$ cat src/rtl/core/fkdc_pkg.sv
// ----------------------------------------------------------------------------
// fkdc_pkg
// Shared types, widths and action codes for the key descriptor cache.
// ----------------------------------------------------------------------------
package fkdc_pkg;

   localparam int unsigned CACHE_ENTRIES_DEFAULT = 8;
   localparam int unsigned MAX_COLUMNS           = 64;

   localparam int unsigned ACTION_W = 2;
   localparam int unsigned KEY_W    = 32;
   localparam int unsigned COUNT_W  = 7;
   localparam int unsigned HANDLE_W = 32;

   // saturation limit, compared one bit wider than the count field
   localparam logic [COUNT_W:0]   MAX_COLUMNS_CMP = (COUNT_W + 1)'(MAX_COLUMNS);
   localparam logic [COUNT_W-1:0] MAX_COLUMNS_SAT = COUNT_W'(MAX_COLUMNS);

   typedef logic [ACTION_W-1:0] action_type;

   localparam action_type ACT_LOOKUP = 2'd0;
   localparam action_type ACT_FILL   = 2'd1;
   localparam action_type ACT_INVAL  = 2'd2;
   localparam action_type ACT_CLEAR  = 2'd3;

   typedef struct packed {
      logic                valid;
      action_type          action;
      logic [KEY_W-1:0]    key;
      logic [COUNT_W-1:0]  count;
      logic [HANDLE_W-1:0] handle;
   } cmd_type;

   typedef struct packed {
      logic                hit;
      logic [COUNT_W-1:0]  count;
      logic [HANDLE_W-1:0] handle;
   } look_type;

endpackage

$ cat src/rtl/core/fkdc_entries.sv
// ----------------------------------------------------------------------------
// fkdc_entries
// Entry array: parallel key compare with lowest-index priority, FIFO fill by
// shifting down, key invalidate and clear.
// ----------------------------------------------------------------------------
module fkdc_entries
   import fkdc_pkg::*;
#(
   parameter int unsigned Entries = CACHE_ENTRIES_DEFAULT
) (
   input  logic     clock,
   input  logic     reset,
   input  cmd_type  cmd,
   output look_type look
);

   logic [KEY_W-1:0]    key_ff    [Entries];
   logic [KEY_W-1:0]    key_in    [Entries];
   logic [COUNT_W-1:0]  count_ff  [Entries];
   logic [COUNT_W-1:0]  count_in  [Entries];
   logic [HANDLE_W-1:0] handle_ff [Entries];
   logic [HANDLE_W-1:0] handle_in [Entries];
   logic [Entries-1:0]  live;
   logic [COUNT_W-1:0]  fill_count;

   always_comb begin
      for (int i = 0; i < int'(Entries); i++) begin
         live[i] = (count_ff[i] != '0);
      end
   end

   // lowest index wins: scan from the top so lower entries override
   always_comb begin
      look = '0;
      if (cmd.action == ACT_LOOKUP) begin
         for (int i = int'(Entries) - 1; i >= 0; i--) begin
            if (live[i] && (key_ff[i] == cmd.key)) begin
               look.hit    = 1'b1;
               look.count  = count_ff[i];
               look.handle = handle_ff[i];
            end
         end
      end
   end

   assign fill_count = ({1'b0, cmd.count} > MAX_COLUMNS_CMP) ? MAX_COLUMNS_SAT : cmd.count;

   always_comb begin
      key_in    = key_ff;
      count_in  = count_ff;
      handle_in = handle_ff;
      if (cmd.valid) begin
         unique case (cmd.action)
            ACT_LOOKUP: begin
            end
            ACT_FILL: begin
               if (cmd.count != '0) begin
                  for (int i = 0; i < int'(Entries) - 1; i++) begin
                     key_in[i]    = key_ff[i+1];
                     count_in[i]  = count_ff[i+1];
                     handle_in[i] = handle_ff[i+1];
                  end
                  key_in[Entries-1]    = cmd.key;
                  count_in[Entries-1]  = fill_count;
                  handle_in[Entries-1] = cmd.handle;
               end
            end
            ACT_INVAL: begin
               for (int i = 0; i < int'(Entries); i++) begin
                  if (key_ff[i] == cmd.key) begin
                     key_in[i]   = '0;
                     count_in[i] = '0;
                  end
               end
            end
            ACT_CLEAR: begin
               for (int i = 0; i < int'(Entries); i++) begin
                  key_in[i]   = '0;
                  count_in[i] = '0;
               end
            end
            default: begin
            end
         endcase
      end
   end

   always_ff @(posedge clock) begin
      if (reset) begin
         for (int i = 0; i < int'(Entries); i++) begin
            key_ff[i]   <= '0;
            count_ff[i] <= '0;
         end
      end else begin
         key_ff   <= key_in;
         count_ff <= count_in;
      end
   end

   // handles are only visible behind a nonzero count
   always_ff @(posedge clock) begin
      handle_ff <= handle_in;
   end

`ifndef ASSERT_OFF
   a_clear_empties: assert property (@(posedge clock) disable iff (reset)
      (cmd.valid && (cmd.action == ACT_CLEAR)) |=> (live == '0))
      else $error("entries still live after clear");

   a_fill_top: assert property (@(posedge clock) disable iff (reset)
      (cmd.valid && (cmd.action == ACT_FILL) && (cmd.count != '0))
      |=> (live[Entries-1] && (key_ff[Entries-1] == $past(cmd.key))))
      else $error("fill did not land in top entry");

   a_hit_live: assert property (@(posedge clock) disable iff (reset)
      look.hit |-> ((look.count != '0) && (cmd.action == ACT_LOOKUP)))
      else $error("hit reported on dead entry or non-lookup");
`endif

endmodule

$ cat src/rtl/core/fifo_key_descriptor_cache.sv
// ----------------------------------------------------------------------------
// fifo_key_descriptor_cache
// Small fully associative table-key cache with FIFO replacement.
// ----------------------------------------------------------------------------
// Usage:
//   req_* channel takes one word per cycle while req_ready is high: action
//   (lookup, fill, invalidate, clear), table key, fill count and fill handle.
//   rsp_* channel returns exactly one word per request: hit, found count and
//   found handle (all zero for anything but a lookup hit).
//   An accepted request passes the input register, then the result register,
//   where rsp_valid rises.
//   Throughput: 1 word per cycle while rsp_ready is high; all entry keys are
//   compared in parallel and the fill shift completes in the same cycle.
//   Each request updates the entries as it moves to the result register, so
//   the next request sees its effect.
//   Reset: all keys and counts cleared, both stages empty.
//   Stall: with rsp_ready low the result holds, one more request waits in
//   the input register, and req_ready then drops until the result is taken.
// ----------------------------------------------------------------------------
module fifo_key_descriptor_cache
   import fkdc_pkg::*;
#(
   parameter int unsigned CACHE_ENTRIES = CACHE_ENTRIES_DEFAULT
) (
   input  logic                clock,
   input  logic                reset,
   input  logic                req_valid,
   output logic                req_ready,
   input  logic [ACTION_W-1:0] req_action,
   input  logic [KEY_W-1:0]    req_table_key,
   input  logic [COUNT_W-1:0]  req_fill_count,
   input  logic [HANDLE_W-1:0] req_fill_handle,
   output logic                rsp_valid,
   input  logic                rsp_ready,
   output logic                rsp_hit,
   output logic [COUNT_W-1:0]  rsp_found_count,
   output logic [HANDLE_W-1:0] rsp_found_handle
);

   logic                s1_valid_ff, s1_valid_in;
   action_type          s1_action_ff;
   logic [KEY_W-1:0]    s1_key_ff;
   logic [COUNT_W-1:0]  s1_count_ff;
   logic [HANDLE_W-1:0] s1_handle_ff;

   logic                rsp_valid_ff, rsp_valid_in;
   logic                rsp_hit_ff;
   logic [COUNT_W-1:0]  rsp_count_ff;
   logic [HANDLE_W-1:0] rsp_handle_ff;

   logic     advance;
   logic     req_take;
   cmd_type  cmd;
   look_type look;

   assign advance   = !rsp_valid_ff || rsp_ready;
   assign req_ready = !s1_valid_ff || advance;
   assign req_take  = req_valid && req_ready;

   assign cmd.valid  = s1_valid_ff && advance;
   assign cmd.action = s1_action_ff;
   assign cmd.key    = s1_key_ff;
   assign cmd.count  = s1_count_ff;
   assign cmd.handle = s1_handle_ff;

   fkdc_entries #(
      .Entries (CACHE_ENTRIES)
   ) u_entries (
      .clock (clock),
      .reset (reset),
      .cmd   (cmd),
      .look  (look)
   );

   assign s1_valid_in  = req_take ? 1'b1 : (advance ? 1'b0 : s1_valid_ff);
   assign rsp_valid_in = advance ? s1_valid_ff : rsp_valid_ff;

   always_ff @(posedge clock) begin
      if (reset) begin
         s1_valid_ff  <= 1'b0;
         rsp_valid_ff <= 1'b0;
      end else begin
         s1_valid_ff  <= s1_valid_in;
         rsp_valid_ff <= rsp_valid_in;
      end
   end

   always_ff @(posedge clock) begin
      if (req_take) begin
         s1_action_ff <= req_action;
         s1_key_ff    <= req_table_key;
         s1_count_ff  <= req_fill_count;
         s1_handle_ff <= req_fill_handle;
      end
      if (cmd.valid) begin
         rsp_hit_ff    <= look.hit;
         rsp_count_ff  <= look.count;
         rsp_handle_ff <= look.handle;
      end
   end

   assign rsp_valid        = rsp_valid_ff;
   assign rsp_hit          = rsp_hit_ff;
   assign rsp_found_count  = rsp_count_ff;
   assign rsp_found_handle = rsp_handle_ff;

`ifndef ASSERT_OFF
   a_miss_zero: assert property (@(posedge clock) disable iff (reset)
      (rsp_valid_ff && !rsp_hit_ff) |-> ((rsp_count_ff == '0) && (rsp_handle_ff == '0)))
      else $error("miss word carries nonzero payload");

   a_hit_count: assert property (@(posedge clock) disable iff (reset)
      (rsp_valid_ff && rsp_hit_ff)
      |-> ((rsp_count_ff != '0) && ({1'b0, rsp_count_ff} <= MAX_COLUMNS_CMP)))
      else $error("hit count out of range");

   a_stage_hold: assert property (@(posedge clock) disable iff (reset)
      (s1_valid_ff && !advance) |=> (s1_valid_ff && $stable(s1_key_ff)))
      else $error("input stage lost a waiting word");
`endif

endmodule
$ cat config.mk
export PLATFORM = sky130hd
export DESIGN_NAME = fifo_key_descriptor_cache
export DESIGN_NICKNAME = d
export VERILOG_FILES = /design/src/rtl/core/fkdc_pkg.sv /design/src/rtl/core/fkdc_entries.sv /design/src/rtl/core/fifo_key_descriptor_cache.sv
export SDC_FILE = /design/constraint.sdc
export NUM_CORES = 1
export LEC_CHECK = 0
export BUFFER_PORTS_ARGS = -buffer_cell sky130_fd_sc_hd__buf_4
export CAP_MARGIN = 25
export CORE_MARGIN = 1
export CORE_UTILIZATION = 47
export CTS_BUF_LIST = sky130_fd_sc_hd__clkbuf_2
export DETAILED_ROUTE_END_ITERATION = 16
export PLACE_DENSITY_LB_ADDON = 0.1
export SLEW_MARGIN = 40
export SYNTH_ARGS = -nofsm -noshare
export SYNTH_HDL_FRONTEND = slang
export SYNTH_SLANG_ARGS = --single-unit
$ cat constraint.sdc
create_clock -name clock -period 78.1 [get_ports clock]
set_input_delay 15.62 -clock clock [delete_from_list [all_inputs] [get_ports clock]]
set_output_delay 15.62 -clock clock [all_outputs]
set_load 0.05 [all_outputs]
==> results.yml <==
status:
  outcome: "finished, final reports clean"
placement:
  place_ws_ns: 46.13
  hpwlAfterDp_um: 44400
  gp_congestion: 0.833
  io_buffers: 118
  dp.cells: 3330
  post_dp_cell_area_mm2: 0.0306
cts:
  holdBufCountCts: 0
  cts_resized: 0
  cts-buffers-inserted: 176
  cts_setup_buffers: 0
  cts.sinks: 683
  h-tree-depth: 4
  clock_path_buffers: 3
  cts_tree: "built"
  cts_root_buffer: "clkbuf_2"
  path_clk_slew_ns: 0.10
  clock_latency_ns: 1.36
grt:
  grt_busiest_layer: "met2"
  grtUsageMet2_pct: 34.7
  use_met3_pct: 4.67
  antenna_found_initial: 2
  use_met1_pct: 32.8
  first_global_vias: 19864
  overflow: 0
  grt_usage_pct: 22.9
  grt_first_pass_wirelength_um: 113000
  grt_max_degree: 206
sta:
  fin_crit_ns: 31.97
  hold_viol_final: 0
  finalSetupTns_ns: 0
  worst_slew_pin_slew_ns: 0.869
  timing.final.crit_share_pct: 40.9
  slew_viol_final: 0
  worst_clock_skew_ns: 0.0882
  fmax_ghz: 0.0313
  fin_ws_ns: 46.13
  rsz0062_at_grt: "false"
  setup_viol: 0
  max-slew-margin-rel_pct: 42.1
critical_path:
  cp.required_ns: 62.48
  end_kind: "output pin"
  startpoint: "rsp_ready"
  max_stage_delay_ns: 0.29
  cpMostUsedCell: "buf_4"
  startpoint_type: "input port"
  path_cells: "buf_4 -> nor2b_1 -> nand2_1 -> buf_4"
  timing.rr.start: "s1_key_ff[27]"
  arrival_ns: 16.35
  path_max_fanout: 4
  worstSetupPathType: "input port to output pin"
  slowest_stage: "nor2b_1"
logic_synthesis:
  synth.avg_cell_area_um2: 11.5
  synthArstFlopShare_pct: 0
  synth_area_leaders: "edfxtp_1 (38%), dfxtp_1 (21%), nor3b_1 (6.7%)"
  synthCells: 2554
  ys_warn_count: 0
  synthFlopType: "edfxtp_1"
  synth.distinct_cells: 55
  netlist_area_mm2: 0.0293
  synth_top_area_share_pct: 37.8
  synth_most_common_cell: "edfxtp_1"
  synth_commonest_cells: "edfxtp_1 (369), nor2_1 (324), dfxtp_1 (314), a21oi_1 (291), nor3b_1 (261)"
  ys_seq_area_share_pct: 59.3
  synth_fp_nets: 2631
  netlist.top_cell.by_area: "edfxtp_1"
  synth_edf_count: 369
  synth_seq_cells: 683
die:
  coreArea_mm2: 0.0617
  io-pin-count: 119
  initial_utilization_pct: 47.5
  fp-row-count: 91
  dieArea_mm2: 0.0634
  die_h_um: 252
  die_w_um: 252
cells_and_area:
  drive_above_1_share_pct: 18.1
  area_delta_synth_final_pct: 10.3
  multi_input_area_mm2: 0.0110
  fill_cells: 5588
  layout.cells.non_filler: 3645
  final_area_mm2: 0.0323
  nNetsFinal: 2749
  ff_latch_area_mm2: 0.0174
detailed_routing:
  drc_errors: 0
  num_vias: 20133
  drt_iter0_drc: 1571
  wirelength_um: 72600
  drtAntennaViolNets: 0
  dr.pass1.iters: 7
  via_per_inst: 5.52
  post_drt_wl_per_cell_um: 19.9
worst_hold_path:
  holdCritStartpoint: "s1_handle_ff[2]"
  hold_path_class: "register to register"
power:
  seq_power_share_pct: 57.9
  cellInternalPower_w: 0.000497
  comb_power_share_pct: 5.3
  leakage_nw: 11.0
  swShare_pct: 26.3
  p_clk_share_pct: 36.8
  irDropWorstVdd_mv: 0.0126
  power.density_mw_per_mm2: 20.9
  power_switching_w: 0.000177
run:
  cap_violations: 0
==> cell type report <==
| type | count | area share (%) |
|---|---|---|
| antenna | 3 | 0.0232 |
| tap | 837 | 3.24 |
| clock buffer | 269 | 4.16 |
| sequential | 683 | 53.7 |
| inverter | 9 | 0.105 |
| clock inverter | 42 | 0.894 |
| multi-input combinational | 1651 | 33.9 |
| timing repair buffer | 151 | 3.98 |
==> registers in the layout (all words and copies together) (netlist names), 7 cells and up <==
signal,count
u_entries.handle_ff,256
u_entries.key_ff,256
u_entries.count_ff,56
rsp_found_handle,32
s1_handle_ff,32
s1_key_ff,32
rsp_found_count,7
s1_count_ff,7
==> cells by family (layout without fill, tap and decap cells) <==
kind of cell	count (synthesis)	count (layout)	synth area share, %
other	0	3	0
buffers and inverters	220	471	3.82
and+or+nand+nor	820	820	15.6
AOI/OAI and AO/OA	505	505	10.5
xor gates and xnor gates	256	256	7.88
DFF	683	683	59.3
muxes	70	70	2.91
==> metal layers <==
metal | vias to the layer above | part of all wire [%]
li1 | 9623 | -
met2 | 555 | 46
met3 | 87 | 5.0
met5 | - | 0
met4 | 0 | 1.6
met1 | 9868 | 48
==> power by group through the flow <==
stage               Clock, W  Combinational, W  Sequential [W]
floorplan                  0         0.0000245        0.000399
global placement           0         0.0000349        0.000398
detailed placement         0         0.0000359        0.000399
CTS                 0.000258         0.0000360        0.000390
global route        0.000277         0.0000386        0.000391
finish              0.000248         0.0000360        0.000390
==> final timing paths <==
kind / end / slack (ns) / cells past startpoint
worst min-delay path: u_entries.handle_ff[2] / 0.41 / 0
worst max register to register: rsp_found_handle[9] / 73.48 / 10
worst min register to register: u_entries.handle_ff[2] / 0.41 / 0
worst max-delay path: req_ready / 46.13 / 4
==> worst max-delay path: cells and delay by family <==
kind,cells,cell delay (ns)
buffers and inverters,2,0.32
and+or+nand+nor,2,0.42
==> per-stage QoR <==
step	utilization (%)	power (W)	hold WS (ns)
CTS	52.3	0.000684	0.414
detailed placement	49.6	0.000434	0.405
global route	52.4	0.000707	0.392
finish	52.4	0.000675	0.407
floorplan	-	0.000423	0.400
global placement	49.4	0.000433	0.401
==> placed cells by master (no fill, tap or decap), types with 52 or more instances in the layout <==
cell type | synthesis | routed
edfxtp_1 | 369 | 369
nor2_1 | 324 | 321
dfxtp_1 | 314 | 314
a21oi_1 | 291 | 289
clkbuf_2 | 0 | 269
nor3b_1 | 261 | 260
xnor2_1 | 151 | 151
buf_4 | 10 | 138
xor2_1 | 96 | 96
nand4_1 | 53 | 53
nand2_1 | 53 | 52
(Power assumes the default switching activity.)
